## src/rtl/core/srsw_pkg.sv

```systemverilog
// ----------------------------------------------------------------------------
// srsw_pkg
// Shared types and codes of the selective-repeat sender window.
// ----------------------------------------------------------------------------
package srsw_pkg;

    localparam int FRAME_W = 16;

    localparam logic [1:0] CMD_START   = 2'd0;
    localparam logic [1:0] CMD_ACK     = 2'd1;
    localparam logic [1:0] CMD_TIMEOUT = 2'd2;

    localparam logic [1:0] KIND_NEW    = 2'd0;
    localparam logic [1:0] KIND_RESEND = 2'd1;
    localparam logic [1:0] KIND_DONE   = 2'd2;

    localparam logic CFG_TOTAL_FRAMES = 1'b0;
    localparam logic CFG_WINDOW_SIZE  = 1'b1;

    localparam logic [15:0] TOTAL_FRAMES_RST = 16'd16;
    localparam logic [4:0]  WINDOW_SIZE_RST  = 5'd4;

    typedef struct packed {
        logic [1:0]         command;
        logic [FRAME_W-1:0] ack_frame;
    } cmd_item_t;

    typedef struct packed {
        logic [FRAME_W-1:0] frame_number;
        logic [1:0]         send_kind;
        logic               last;
    } send_item_t;

    typedef struct packed {
        logic take;
        logic start_init;
        logic scan_first;
        logic scan_next;
        logic scan_step;
        logic ack_clear;
        logic send_new;
        logic send_resend;
        logic send_done;
        logic last;
    } srsw_ctl_t;

    typedef struct packed {
        logic [1:0] command;
        logic       active;
        logic       total_zero;
        logic       win_last;
        logic       more_new;
        logic       new_is_last;
        logic       ack_done;
        logic       scan_hit;
        logic       scan_end;
        logic       has1;
        logic       has2;
        logic       can_load;
    } srsw_sts_t;

endpackage

```

## src/rtl/core/srsw_datapath.sv

```systemverilog
// ----------------------------------------------------------------------------
// srsw_datapath
// Pending-frame table, counters, configuration, scan unit and output register.
// ----------------------------------------------------------------------------
module srsw_datapath #(
    parameter int MAX_WINDOW        = 16,
    parameter int FRAME_NUMBER_BITS = 16
) (
    input  logic                 clk,
    input  logic                 rst_n,
    input  logic                 cfg_we,
    input  logic                 cfg_index,
    input  logic [15:0]          cfg_data,
    input  srsw_pkg::cmd_item_t  cmd_item,
    input  srsw_pkg::srsw_ctl_t  ctl,
    output srsw_pkg::srsw_sts_t  sts,
    output logic                 send_valid,
    input  logic                 send_stall,
    output srsw_pkg::send_item_t send_item
);

    localparam int IDX_W = (MAX_WINDOW > 1) ? $clog2(MAX_WINDOW) : 1;
    localparam logic [IDX_W-1:0] IDX_LAST = IDX_W'(MAX_WINDOW - 1);

    logic [15:0]                  total_frames_reg, total_frames_next;
    logic [4:0]                   window_size_reg, window_size_next;
    srsw_pkg::cmd_item_t          item_reg;
    logic [FRAME_NUMBER_BITS-1:0] pend_num_mem [MAX_WINDOW];
    logic [MAX_WINDOW-1:0]        valid_reg, valid_next;
    logic [15:0]                  next_new_reg, next_new_next;
    logic [15:0]                  acked_reg, acked_next;
    logic                         active_reg, active_next;
    logic [4:0]                   win_cnt_reg, win_cnt_next;
    logic [IDX_W-1:0]             scan_idx_reg, scan_idx_next;
    logic [FRAME_NUMBER_BITS-1:0] min1_reg, min1_next;
    logic [FRAME_NUMBER_BITS-1:0] min2_reg, min2_next;
    logic                         has1_reg, has1_next;
    logic                         has2_reg, has2_next;
    logic [FRAME_NUMBER_BITS-1:0] prev_reg, prev_next;
    logic                         have_prev_reg, have_prev_next;
    logic                         out_valid_reg, out_valid_next;
    srsw_pkg::send_item_t         out_item_reg, out_item_next;

    logic                         free_found;
    logic [IDX_W-1:0]             free_idx;
    logic [4:0]                   win_clamped;
    logic [FRAME_NUMBER_BITS-1:0] scan_num;
    logic [FRAME_NUMBER_BITS-1:0] ack_num;
    logic                         cand;
    logic [15:0]                  acked_inc;
    logic [15:0]                  next_new_inc;

    always_comb
    begin
        free_found = 1'b0;
        free_idx   = '0;
        for (int i = MAX_WINDOW - 1; i >= 0; i--)
        begin
            if (!valid_reg[i])
            begin
                free_found = 1'b1;
                free_idx   = IDX_W'(i);
            end
        end
    end

    always_comb
    begin
        if (window_size_reg == 5'd0)
        begin
            win_clamped = 5'd1;
        end
        else if (int'(window_size_reg) > MAX_WINDOW)
        begin
            win_clamped = 5'(MAX_WINDOW);
        end
        else
        begin
            win_clamped = window_size_reg;
        end
    end

    assign scan_num     = pend_num_mem[scan_idx_reg];
    assign ack_num      = FRAME_NUMBER_BITS'(item_reg.ack_frame);
    assign cand         = valid_reg[scan_idx_reg] && (!have_prev_reg || scan_num > prev_reg);
    assign acked_inc    = acked_reg + 16'd1;
    assign next_new_inc = next_new_reg + 16'd1;

    always_comb
    begin
        sts             = '0;
        sts.command     = item_reg.command;
        sts.active      = active_reg;
        sts.total_zero  = (total_frames_reg == 16'd0);
        sts.win_last    = (win_cnt_reg == 5'd1);
        sts.more_new    = (next_new_reg < total_frames_reg);
        sts.new_is_last = (next_new_inc >= total_frames_reg);
        sts.ack_done    = (acked_inc >= total_frames_reg);
        sts.scan_hit    = valid_reg[scan_idx_reg] && (scan_num == ack_num);
        sts.scan_end    = (scan_idx_reg == IDX_LAST);
        sts.has1        = has1_reg;
        sts.has2        = has2_reg;
        sts.can_load    = !out_valid_reg || !send_stall;
    end

    // configuration
    always_comb
    begin
        total_frames_next = total_frames_reg;
        window_size_next  = window_size_reg;
        if (cfg_we)
        begin
            unique case (cfg_index)
                srsw_pkg::CFG_TOTAL_FRAMES: total_frames_next = cfg_data;
                srsw_pkg::CFG_WINDOW_SIZE:  window_size_next  = cfg_data[4:0];
                default:                    total_frames_next = total_frames_reg;
            endcase
        end
    end

    // window state
    always_comb
    begin
        valid_next    = valid_reg;
        next_new_next = next_new_reg;
        acked_next    = acked_reg;
        active_next   = active_reg;
        win_cnt_next  = win_cnt_reg;
        if (ctl.start_init)
        begin
            valid_next    = '0;
            next_new_next = 16'd0;
            acked_next    = 16'd0;
            active_next   = (total_frames_reg != 16'd0);
            win_cnt_next  = win_clamped;
        end
        if (ctl.ack_clear)
        begin
            valid_next[scan_idx_reg] = 1'b0;
            acked_next               = acked_inc;
        end
        if (ctl.send_new)
        begin
            if (free_found)
            begin
                valid_next[free_idx] = 1'b1;
            end
            next_new_next = next_new_inc;
            win_cnt_next  = win_cnt_reg - 5'd1;
        end
        if (ctl.send_done)
        begin
            valid_next  = '0;
            active_next = 1'b0;
        end
    end

    // ordered scan for resends
    always_comb
    begin
        scan_idx_next  = scan_idx_reg;
        min1_next      = min1_reg;
        min2_next      = min2_reg;
        has1_next      = has1_reg;
        has2_next      = has2_reg;
        prev_next      = prev_reg;
        have_prev_next = have_prev_reg;
        if (ctl.scan_first || ctl.scan_next)
        begin
            scan_idx_next = '0;
            has1_next     = 1'b0;
            has2_next     = 1'b0;
        end
        else if (ctl.scan_step)
        begin
            scan_idx_next = scan_idx_reg + 1'b1;
            if (cand)
            begin
                if (!has1_reg)
                begin
                    min1_next = scan_num;
                    has1_next = 1'b1;
                end
                else if (scan_num < min1_reg)
                begin
                    min2_next = min1_reg;
                    has2_next = 1'b1;
                    min1_next = scan_num;
                end
                else if (scan_num > min1_reg && (!has2_reg || scan_num < min2_reg))
                begin
                    min2_next = scan_num;
                    has2_next = 1'b1;
                end
            end
        end
        if (ctl.scan_first)
        begin
            have_prev_next = 1'b0;
        end
        if (ctl.send_resend)
        begin
            prev_next      = min1_reg;
            have_prev_next = 1'b1;
        end
    end

    // output register
    always_comb
    begin
        out_valid_next = out_valid_reg;
        out_item_next  = out_item_reg;
        if (ctl.send_new || ctl.send_resend || ctl.send_done)
        begin
            out_valid_next = 1'b1;
        end
        else if (!send_stall)
        begin
            out_valid_next = 1'b0;
        end
        if (ctl.send_new)
        begin
            out_item_next.frame_number = next_new_reg;
            out_item_next.send_kind    = srsw_pkg::KIND_NEW;
            out_item_next.last         = ctl.last;
        end
        else if (ctl.send_resend)
        begin
            out_item_next.frame_number = srsw_pkg::FRAME_W'(min1_reg);
            out_item_next.send_kind    = srsw_pkg::KIND_RESEND;
            out_item_next.last         = ctl.last;
        end
        else if (ctl.send_done)
        begin
            out_item_next.frame_number = '0;
            out_item_next.send_kind    = srsw_pkg::KIND_DONE;
            out_item_next.last         = 1'b1;
        end
    end

    always_ff @(posedge clk or negedge rst_n)
    begin
        if (!rst_n)
        begin
            total_frames_reg <= srsw_pkg::TOTAL_FRAMES_RST;
            window_size_reg  <= srsw_pkg::WINDOW_SIZE_RST;
            valid_reg        <= '0;
            next_new_reg     <= '0;
            acked_reg        <= '0;
            active_reg       <= 1'b0;
            win_cnt_reg      <= '0;
            scan_idx_reg     <= '0;
            has1_reg         <= 1'b0;
            has2_reg         <= 1'b0;
            have_prev_reg    <= 1'b0;
            out_valid_reg    <= 1'b0;
        end
        else
        begin
            total_frames_reg <= total_frames_next;
            window_size_reg  <= window_size_next;
            valid_reg        <= valid_next;
            next_new_reg     <= next_new_next;
            acked_reg        <= acked_next;
            active_reg       <= active_next;
            win_cnt_reg      <= win_cnt_next;
            scan_idx_reg     <= scan_idx_next;
            has1_reg         <= has1_next;
            has2_reg         <= has2_next;
            have_prev_reg    <= have_prev_next;
            out_valid_reg    <= out_valid_next;
        end
    end

    always_ff @(posedge clk)
    begin
        min1_reg     <= min1_next;
        min2_reg     <= min2_next;
        prev_reg     <= prev_next;
        out_item_reg <= out_item_next;
        if (ctl.take)
        begin
            item_reg <= cmd_item;
        end
        if (ctl.send_new && free_found)
        begin
            pend_num_mem[free_idx] <= FRAME_NUMBER_BITS'(next_new_reg);
        end
    end

    assign send_valid = out_valid_reg;
    assign send_item  = out_item_reg;

endmodule

```

## src/rtl/core/srsw_ctrl.sv

```systemverilog
// ----------------------------------------------------------------------------
// srsw_ctrl
// Sequencer for start, ack and timeout requests of the sender window.
// ----------------------------------------------------------------------------
module srsw_ctrl (
    input  logic                clk,
    input  logic                rst_n,
    input  logic                cmd_valid,
    output logic                ready,
    input  srsw_pkg::srsw_sts_t sts,
    output srsw_pkg::srsw_ctl_t ctl
);

    typedef enum logic [8:0] {
        S_IDLE     = 9'b000000001,
        S_DECODE   = 9'b000000010,
        S_START    = 9'b000000100,
        S_ACK_SCAN = 9'b000001000,
        S_ACK_HIT  = 9'b000010000,
        S_ACK_NEW  = 9'b000100000,
        S_DONE     = 9'b001000000,
        S_TO_SCAN  = 9'b010000000,
        S_TO_EMIT  = 9'b100000000
    } state_t;

    state_t state_reg, state_next;
    logic   done_after_reg, done_after_next;

    always_comb
    begin
        state_next      = state_reg;
        done_after_next = done_after_reg;
        ctl             = '0;
        ready           = 1'b0;
        unique case (state_reg)
            S_IDLE:
            begin
                ready    = 1'b1;
                ctl.take = cmd_valid;
                if (cmd_valid)
                begin
                    state_next = S_DECODE;
                end
            end
            S_DECODE:
            begin
                unique case (sts.command)
                    srsw_pkg::CMD_START:
                    begin
                        ctl.start_init = 1'b1;
                        state_next     = sts.total_zero ? S_DONE : S_START;
                    end
                    srsw_pkg::CMD_ACK:
                    begin
                        ctl.scan_first = sts.active;
                        state_next     = sts.active ? S_ACK_SCAN : S_IDLE;
                    end
                    srsw_pkg::CMD_TIMEOUT:
                    begin
                        ctl.scan_first = sts.active;
                        state_next     = sts.active ? S_TO_SCAN : S_IDLE;
                    end
                    default:
                    begin
                        state_next = S_IDLE;
                    end
                endcase
            end
            S_START:
            begin
                if (sts.can_load)
                begin
                    ctl.send_new = 1'b1;
                    ctl.last     = sts.win_last || sts.new_is_last;
                    if (ctl.last)
                    begin
                        state_next = S_IDLE;
                    end
                end
            end
            S_ACK_SCAN:
            begin
                if (sts.scan_hit)
                begin
                    state_next = S_ACK_HIT;
                end
                else if (sts.scan_end)
                begin
                    state_next = S_IDLE;
                end
                else
                begin
                    ctl.scan_step = 1'b1;
                end
            end
            S_ACK_HIT:
            begin
                ctl.ack_clear   = 1'b1;
                done_after_next = sts.ack_done;
                if (sts.more_new)
                begin
                    state_next = S_ACK_NEW;
                end
                else if (sts.ack_done)
                begin
                    state_next = S_DONE;
                end
                else
                begin
                    state_next = S_IDLE;
                end
            end
            S_ACK_NEW:
            begin
                if (sts.can_load)
                begin
                    ctl.send_new = 1'b1;
                    ctl.last     = !done_after_reg;
                    state_next   = done_after_reg ? S_DONE : S_IDLE;
                end
            end
            S_DONE:
            begin
                if (sts.can_load)
                begin
                    ctl.send_done = 1'b1;
                    ctl.last      = 1'b1;
                    state_next    = S_IDLE;
                end
            end
            S_TO_SCAN:
            begin
                ctl.scan_step = 1'b1;
                if (sts.scan_end)
                begin
                    state_next = S_TO_EMIT;
                end
            end
            S_TO_EMIT:
            begin
                if (!sts.has1)
                begin
                    state_next = S_IDLE;
                end
                else if (sts.can_load)
                begin
                    ctl.send_resend = 1'b1;
                    ctl.last        = !sts.has2;
                    ctl.scan_next   = sts.has2;
                    state_next      = sts.has2 ? S_TO_SCAN : S_IDLE;
                end
            end
            default:
            begin
                state_next = S_IDLE;
            end
        endcase
    end

    always_ff @(posedge clk or negedge rst_n)
    begin
        if (!rst_n)
        begin
            state_reg      <= S_IDLE;
            done_after_reg <= 1'b0;
        end
        else
        begin
            state_reg      <= state_next;
            done_after_reg <= done_after_next;
        end
    end

endmodule

```

## src/rtl/core/selective_repeat_sender_window.sv

```systemverilog
// ----------------------------------------------------------------------------
// selective_repeat_sender_window
// Sender window of selective-repeat ARQ: issues new frames, retires acked
// frames, resends pending frames in ascending order and marks completion.
//
//   channel   valid       stall       payload
//   request   cmd_valid   cmd_stall   cmd_item  (command, ack_frame)
//   result    send_valid  send_stall  send_item (frame_number, send_kind, last)
//   config    cfg_we      -           cfg_index, cfg_data
//
// One request is taken at a time; the next is taken the cycle after the last
// result is loaded into the output register (or its work ends, if it has none).
// Ack and timeout scan the table one entry per cycle; a timeout runs one full
// scan for each resend, in ascending frame order.
// Reset clears control state and all pending valid bits at once.
// send_stall holds a valid result and pauses the sequencer only when it sends.
// ----------------------------------------------------------------------------
module selective_repeat_sender_window #(
    parameter int MAX_WINDOW        = 16,
    parameter int FRAME_NUMBER_BITS = 16
) (
    input  logic                 clk,
    input  logic                 rst_n,
    input  logic                 cfg_we,
    input  logic                 cfg_index,
    input  logic [15:0]          cfg_data,
    input  logic                 cmd_valid,
    output logic                 cmd_stall,
    input  srsw_pkg::cmd_item_t  cmd_item,
    output logic                 send_valid,
    input  logic                 send_stall,
    output srsw_pkg::send_item_t send_item
);

    srsw_pkg::srsw_ctl_t ctl;
    srsw_pkg::srsw_sts_t sts;
    logic                ready;

    srsw_ctrl u_ctrl (
        .clk       (clk),
        .rst_n     (rst_n),
        .cmd_valid (cmd_valid),
        .ready     (ready),
        .sts       (sts),
        .ctl       (ctl)
    );

    srsw_datapath #(
        .MAX_WINDOW        (MAX_WINDOW),
        .FRAME_NUMBER_BITS (FRAME_NUMBER_BITS)
    ) u_datapath (
        .clk        (clk),
        .rst_n      (rst_n),
        .cfg_we     (cfg_we),
        .cfg_index  (cfg_index),
        .cfg_data   (cfg_data),
        .cmd_item   (cmd_item),
        .ctl        (ctl),
        .sts        (sts),
        .send_valid (send_valid),
        .send_stall (send_stall),
        .send_item  (send_item)
    );

    assign cmd_stall = !ready;

`ifndef SYNTH
    assert property (@(posedge clk) disable iff (!rst_n)
        (cmd_valid && !cmd_stall) |=> cmd_stall)
        else $error("request taken while previous request still in work");

    assert property (@(posedge clk) disable iff (!rst_n)
        (send_valid && send_item.send_kind == srsw_pkg::KIND_DONE)
            |-> (send_item.frame_number == '0 && send_item.last))
        else $error("done marker with nonzero frame or without last");

    assert property (@(posedge clk) disable iff (!rst_n)
        send_valid |-> (send_item.send_kind == srsw_pkg::KIND_NEW
            || send_item.send_kind == srsw_pkg::KIND_RESEND
            || send_item.send_kind == srsw_pkg::KIND_DONE))
        else $error("invalid send kind");
`endif

endmodule

```

## config.mk

```make
export PLATFORM = sky130hd
export DESIGN_NAME = selective_repeat_sender_window
export DESIGN_NICKNAME = d
export VERILOG_FILES = /design/src/rtl/core/srsw_pkg.sv /design/src/rtl/core/srsw_datapath.sv /design/src/rtl/core/srsw_ctrl.sv /design/src/rtl/core/selective_repeat_sender_window.sv
export SDC_FILE = /design/constraint.sdc
export NUM_CORES = 1
export LEC_CHECK = 0
export BUFFER_PORTS_ARGS = -buffer_cell sky130_fd_sc_hd__buf_2
export CELL_PAD_IN_SITES_DETAIL_PLACEMENT = 0
export CELL_PAD_IN_SITES_GLOBAL_PLACEMENT = 1
export CORE_UTILIZATION = 48
export CTS_CLUSTER_SIZE = 28
export DETAILED_ROUTE_END_ITERATION = 10
export PLACE_DENSITY_LB_ADDON = 0.1
export SLEW_MARGIN = 20
export SYNTH_ARGS = -nofsm -noshare
export SYNTH_HDL_FRONTEND = slang
export SYNTH_SLANG_ARGS = --single-unit
```

## constraint.sdc

```tcl
create_clock -name clk -period 6.7 [get_ports clk]
set_input_delay 1.005 -clock clk [delete_from_list [all_inputs] [get_ports clk]]
set_output_delay 1.005 -clock clk [all_outputs]
set_load 0.05 [all_outputs]
```

==> flow_results.xml <==
<?xml version="1.0" encoding="UTF-8"?>
<metrics>
  <group name="floorplanning">
    <metric name="pin_count" unit="">61</metric>
    <metric name="dieHeight" unit="µm">210.6</metric>
    <metric name="fp.dieArea" unit="µm²">44350</metric>
    <metric name="floorplan.rows" unit="">76</metric>
    <metric name="start_util" unit="%">48.59</metric>
    <metric name="design.core.area" unit="µm²">42980</metric>
    <metric name="die_width" unit="µm">210.6</metric>
  </group>
  <group name="drt">
    <metric name="drt_pass_1_iters" unit="">7</metric>
    <metric name="detail_route.drc_violations" unit="">0</metric>
    <metric name="routed_wirelength" unit="mm">57.66</metric>
    <metric name="ant_nets" unit="">0</metric>
    <metric name="post_drt_wl_per_cell" unit="µm">24.94</metric>
    <metric name="via_total_after_detailed_routing" unit="">13550</metric>
    <metric name="initialDrtViolationCount" unit="">1088</metric>
    <metric name="detailed_route_vias_per_instance" unit="">5.861</metric>
  </group>
  <group name="cells_and_area">
    <metric name="num-fill-cells" unit="">3651</metric>
    <metric name="largest_register_ff_count" unit="">256</metric>
    <metric name="n_antenna_cell" unit="">0</metric>
    <metric name="sequential_cell_area" unit="µm²">12560</metric>
    <metric name="largest_register_by_flop_count" unit="">u_datapath.pend_num_mem</metric>
    <metric name="area_growth_syn_to_layout" unit="%">13.08</metric>
    <metric name="nets_finish" unit="">1835</metric>
    <metric name="finish.utilization" unit="%">54.95</metric>
    <metric name="summed_area_of_non_filler_cells_in_the_final_layout" unit="µm²">23620</metric>
    <metric name="multi_input_area" unit="µm²">7744</metric>
    <metric name="post_route_cells_drive_above_1_share" unit="%">15.98</metric>
  </group>
  <group name="synthesis">
    <metric name="synth_area" unit="µm²">20880</metric>
    <metric name="synth.top_cells.by_area" unit="">edfxtp_1 (49%), dfrtp_1 (11%), ha_1 (6.4%), mux4_2 (5.1%), nand2_1 (3.1%)</metric>
    <metric name="syn-num-nets" unit="">1746</metric>
    <metric name="synthesis.instances" unit="">1599</metric>
    <metric name="synthArstFlopShare" unit="%">21.43</metric>
    <metric name="synth_sequential_area_ratio" unit="%">60.10</metric>
    <metric name="synthFlopType" unit="">edfxtp_1</metric>
    <metric name="synth_seq_cells" unit="">434</metric>
    <metric name="synth_top_area_cell" unit="">edfxtp_1</metric>
    <metric name="yosys.area.top_type_share" unit="%">48.74</metric>
    <metric name="number_of_different_library_cells_in_the_post_synthesis_netlist" unit="">72</metric>
    <metric name="syn_avg_cell_area" unit="µm²">13.06</metric>
    <metric name="synth-warning-count" unit="">0</metric>
    <metric name="synth_edf_count" unit="">339</metric>
  </group>
  <group name="sta">
    <metric name="finalWorstPathRequiredPeriod" unit="ps">5225</metric>
    <metric name="final-hold-violation-count" unit="">0</metric>
    <metric name="setup_total_negative_slack" unit="ps">0</metric>
    <metric name="max_freq" unit="MHz">191.4</metric>
    <metric name="finalSetupViolations" unit="">0</metric>
    <metric name="max_slew_margin" unit="%">24.99</metric>
    <metric name="slew_violations" unit="">0</metric>
    <metric name="final.period_utilization" unit="%">77.99</metric>
    <metric name="final.setup_skew" unit="ps">22.98</metric>
    <metric name="slew_at_the_pin_closest_to_its_max_slew_limit" unit="ps">1125</metric>
    <metric name="rsz_0062_raised_after_global_routing" unit="">no</metric>
  </group>
  <group name="grt">
    <metric name="globalRouteOverflowTotal" unit="">0</metric>
    <metric name="grt_pass1_vias" unit="">13420</metric>
    <metric name="grt_antenna_before_repair" unit="">1</metric>
    <metric name="grt_start_max_net_pins" unit="">50</metric>
    <metric name="first_pass_grt_wire_length" unit="mm">85.53</metric>
    <metric name="grt_use_total" unit="%">26.62</metric>
  </group>
  <group name="clocking">
    <metric name="clk_root_buffer_cell" unit="">clkbuf_16</metric>
    <metric name="clock_tree.buffer_depth" unit="">3</metric>
    <metric name="cts_htree_levels" unit="">2</metric>
    <metric name="clk_transition_reported_paths" unit="ps">60</metric>
    <metric name="skew_pair_late_insertion_delay" unit="ps">610</metric>
    <metric name="cts_repair_resize_count" unit="">0</metric>
    <metric name="cts_tree" unit="">yes</metric>
    <metric name="postCtsSetupRepairBufs" unit="">0</metric>
    <metric name="cts_made_buffers" unit="">47</metric>
    <metric name="cts.sinks" unit="">434</metric>
    <metric name="cts-hold-fix-buffers" unit="">0</metric>
  </group>
  <group name="run">
    <metric name="cap_violations" unit="">0</metric>
  </group>
  <group name="min_path">
    <metric name="path_category_of_the_worst_min_delay_check" unit="">in -&gt; async</metric>
  </group>
  <group name="worst_setup_path">
    <metric name="critical_path_class" unit="">reg -&gt; reg</metric>
    <metric name="worstPathCellList" unit="">buf_4, mux4_2, mux2i_1, mux2i_1, ha_1, nand3_1, o41ai_1, a21oi_1, o221ai_1, o22ai_1, a21oi_1, a2111oi_4, buf_4</metric>
    <metric name="critical_path.n_buffers_inverters" unit="">2</metric>
    <metric name="endpoint_type_of_the_worst_setup_path" unit="">flop</metric>
    <metric name="worstPathMaxFanout" unit="">42</metric>
    <metric name="cpLargestDelayFamily" unit="">multiplexers</metric>
    <metric name="timing.critical_path.slowest_stage_cell" unit="">dfrtp_4</metric>
    <metric name="max_stage_delay" unit="ps">940</metric>
    <metric name="crit_arrival" unit="ps">5520</metric>
    <metric name="worst-endpoint-required" unit="ps">7000</metric>
    <metric name="startpoint_type" unit="">flop</metric>
  </group>
  <group name="outcome">
    <metric name="status" unit="">finished, final reports clean</metric>
  </group>
  <group name="power">
    <metric name="p_leak" unit="nW">9.229</metric>
    <metric name="vdd_ir_drop_max" unit="mV">0.1859</metric>
    <metric name="power_per_cell_area" unit="nW/µm²">363.5</metric>
    <metric name="total_power" unit="W">0.008585</metric>
  </group>
  <group name="placed_design">
    <metric name="gpl.final_weighted_congestion" unit="">0.9263</metric>
    <metric name="placed_instance_area" unit="µm²">22000</metric>
    <metric name="post-dp-hpwl" unit="mm">39.04</metric>
    <metric name="buffer_ports.inserted" unit="">60</metric>
  </group>
</metrics>
-- routing by layer --
metal / vias up / global-route usage, % / share of wire [%]
met2: 387 / 42.61 / 47
li1: 6226 / - / -
met4: 0 / 8.121 / 2.7
met3: 83 / 5.036 / 6.4
met5: - / 0 / 0
met1: 6854 / 36.91 / 44
-- synthesized netlist by cell type (4+ instances only) --
master / count
a22oi_1: 10
buf_6: 4
nand2_1: 170
o21a_1: 6
o211ai_1: 8
a21boi_0: 8
inv_1: 90
a21oi_1: 40
nand3_1: 60
xor2_1: 25
nor3_1: 19
o21bai_1: 4
o22ai_1: 7
buf_2: 9
clkbuf_1: 36
or3_1: 8
nor2_1: 65
nand4_1: 17
a21o_1: 28
mux2_2: 23
xnor2_1: 25
edfxtp_1: 339
a22o_1: 21
o221ai_1: 7
nor4_1: 11
o21ai_0: 118
o31ai_1: 9
and2_1: 9
dfrtp_1: 90
a31oi_1: 13
buf_4: 6
mux4_2: 47
mux2i_1: 59
ha_1: 107
a211oi_1: 4
a221oi_1: 6
nand2b_1: 11
nor2b_1: 10
and3_1: 16
-- cell usage in the layout (no fill, tap or decap), drive strengths merged, types with 16 or more instances in the layout --
cell type    n
xor2        25
a21oi       40
and3        16
mux2        23
edfxtp     339
buf         99
clkbuf      66
nor3        19
inv         93
nand2      170
a21o        28
ha         107
a22o        21
nand4       18
nor2        66
mux2i       59
o21ai      118
mux4        47
dfrtp       90
xnor2       25
nand3       60
clkinv      16
-- metrics by stage --
stage	std cells	hold slack, ps	setup WS, ps
after global placement	2224	432.4	1462
after CTS	2312	425.7	1438
final	2312	427.3	1475
after global routing	2312	458.3	1150
after floorplan	1599	426.4	1841
after detailed placement	2224	435.5	1444
-- final timing paths --
kind                                            start  slack [ps]                    endpoint  depth (start not counted)
setup reg to reg           u_datapath.scan_idx_reg[0]        1470      u_datapath.min2_reg[7]                         13
hold reg to reg                u_datapath.min1_reg[5]         450      u_datapath.prev_reg[5]                          0
max in group asynchronous                       rst_n        5100  u_datapath.scan_idx_reg[0]                          2
hold / removal                                  rst_n         430       u_datapath.send_valid                          1
min in group clk               u_datapath.min1_reg[5]         450      u_datapath.prev_reg[5]                          0
setup / recovery           u_datapath.scan_idx_reg[0]        1470      u_datapath.min2_reg[7]                         13
-- layout make-up --
cell class                 count  share of cell area (%)
clock buffer                  66                   5.791
clock inverter                22                   1.060
inverter                      92                   1.462
multi-input combinational   1014                   32.79
sequential                   434                   53.17
tap                          585                   3.099
timing repair buffer          99                   2.628
-- logic make-up after synthesis --
group | share of synthesized area (%)
AO/OA/AOI/OAI | 9.778
multiplexers | 9.137
XOR/XNOR | 2.097
buffers and inverters | 3.073
flip-flops | 60.10
adder cells (fa/ha/maj) | 6.411
AND/OR/NAND/NOR | 9.406
-- report_power, final --
| part | leakage, nW | total, W | switching [W] | internal (W) |
|---|---|---|---|---|
| combinational | 4.01 | 0.00264 | 0.00162 | 0.00102 |
| clock | 0.792 | 0.00265 | 0.00110 | 0.00155 |
| sequential | 4.43 | 0.00330 | 0.000220 | 0.00308 |
No activity file was read; power rests on OpenSTA's default activity.
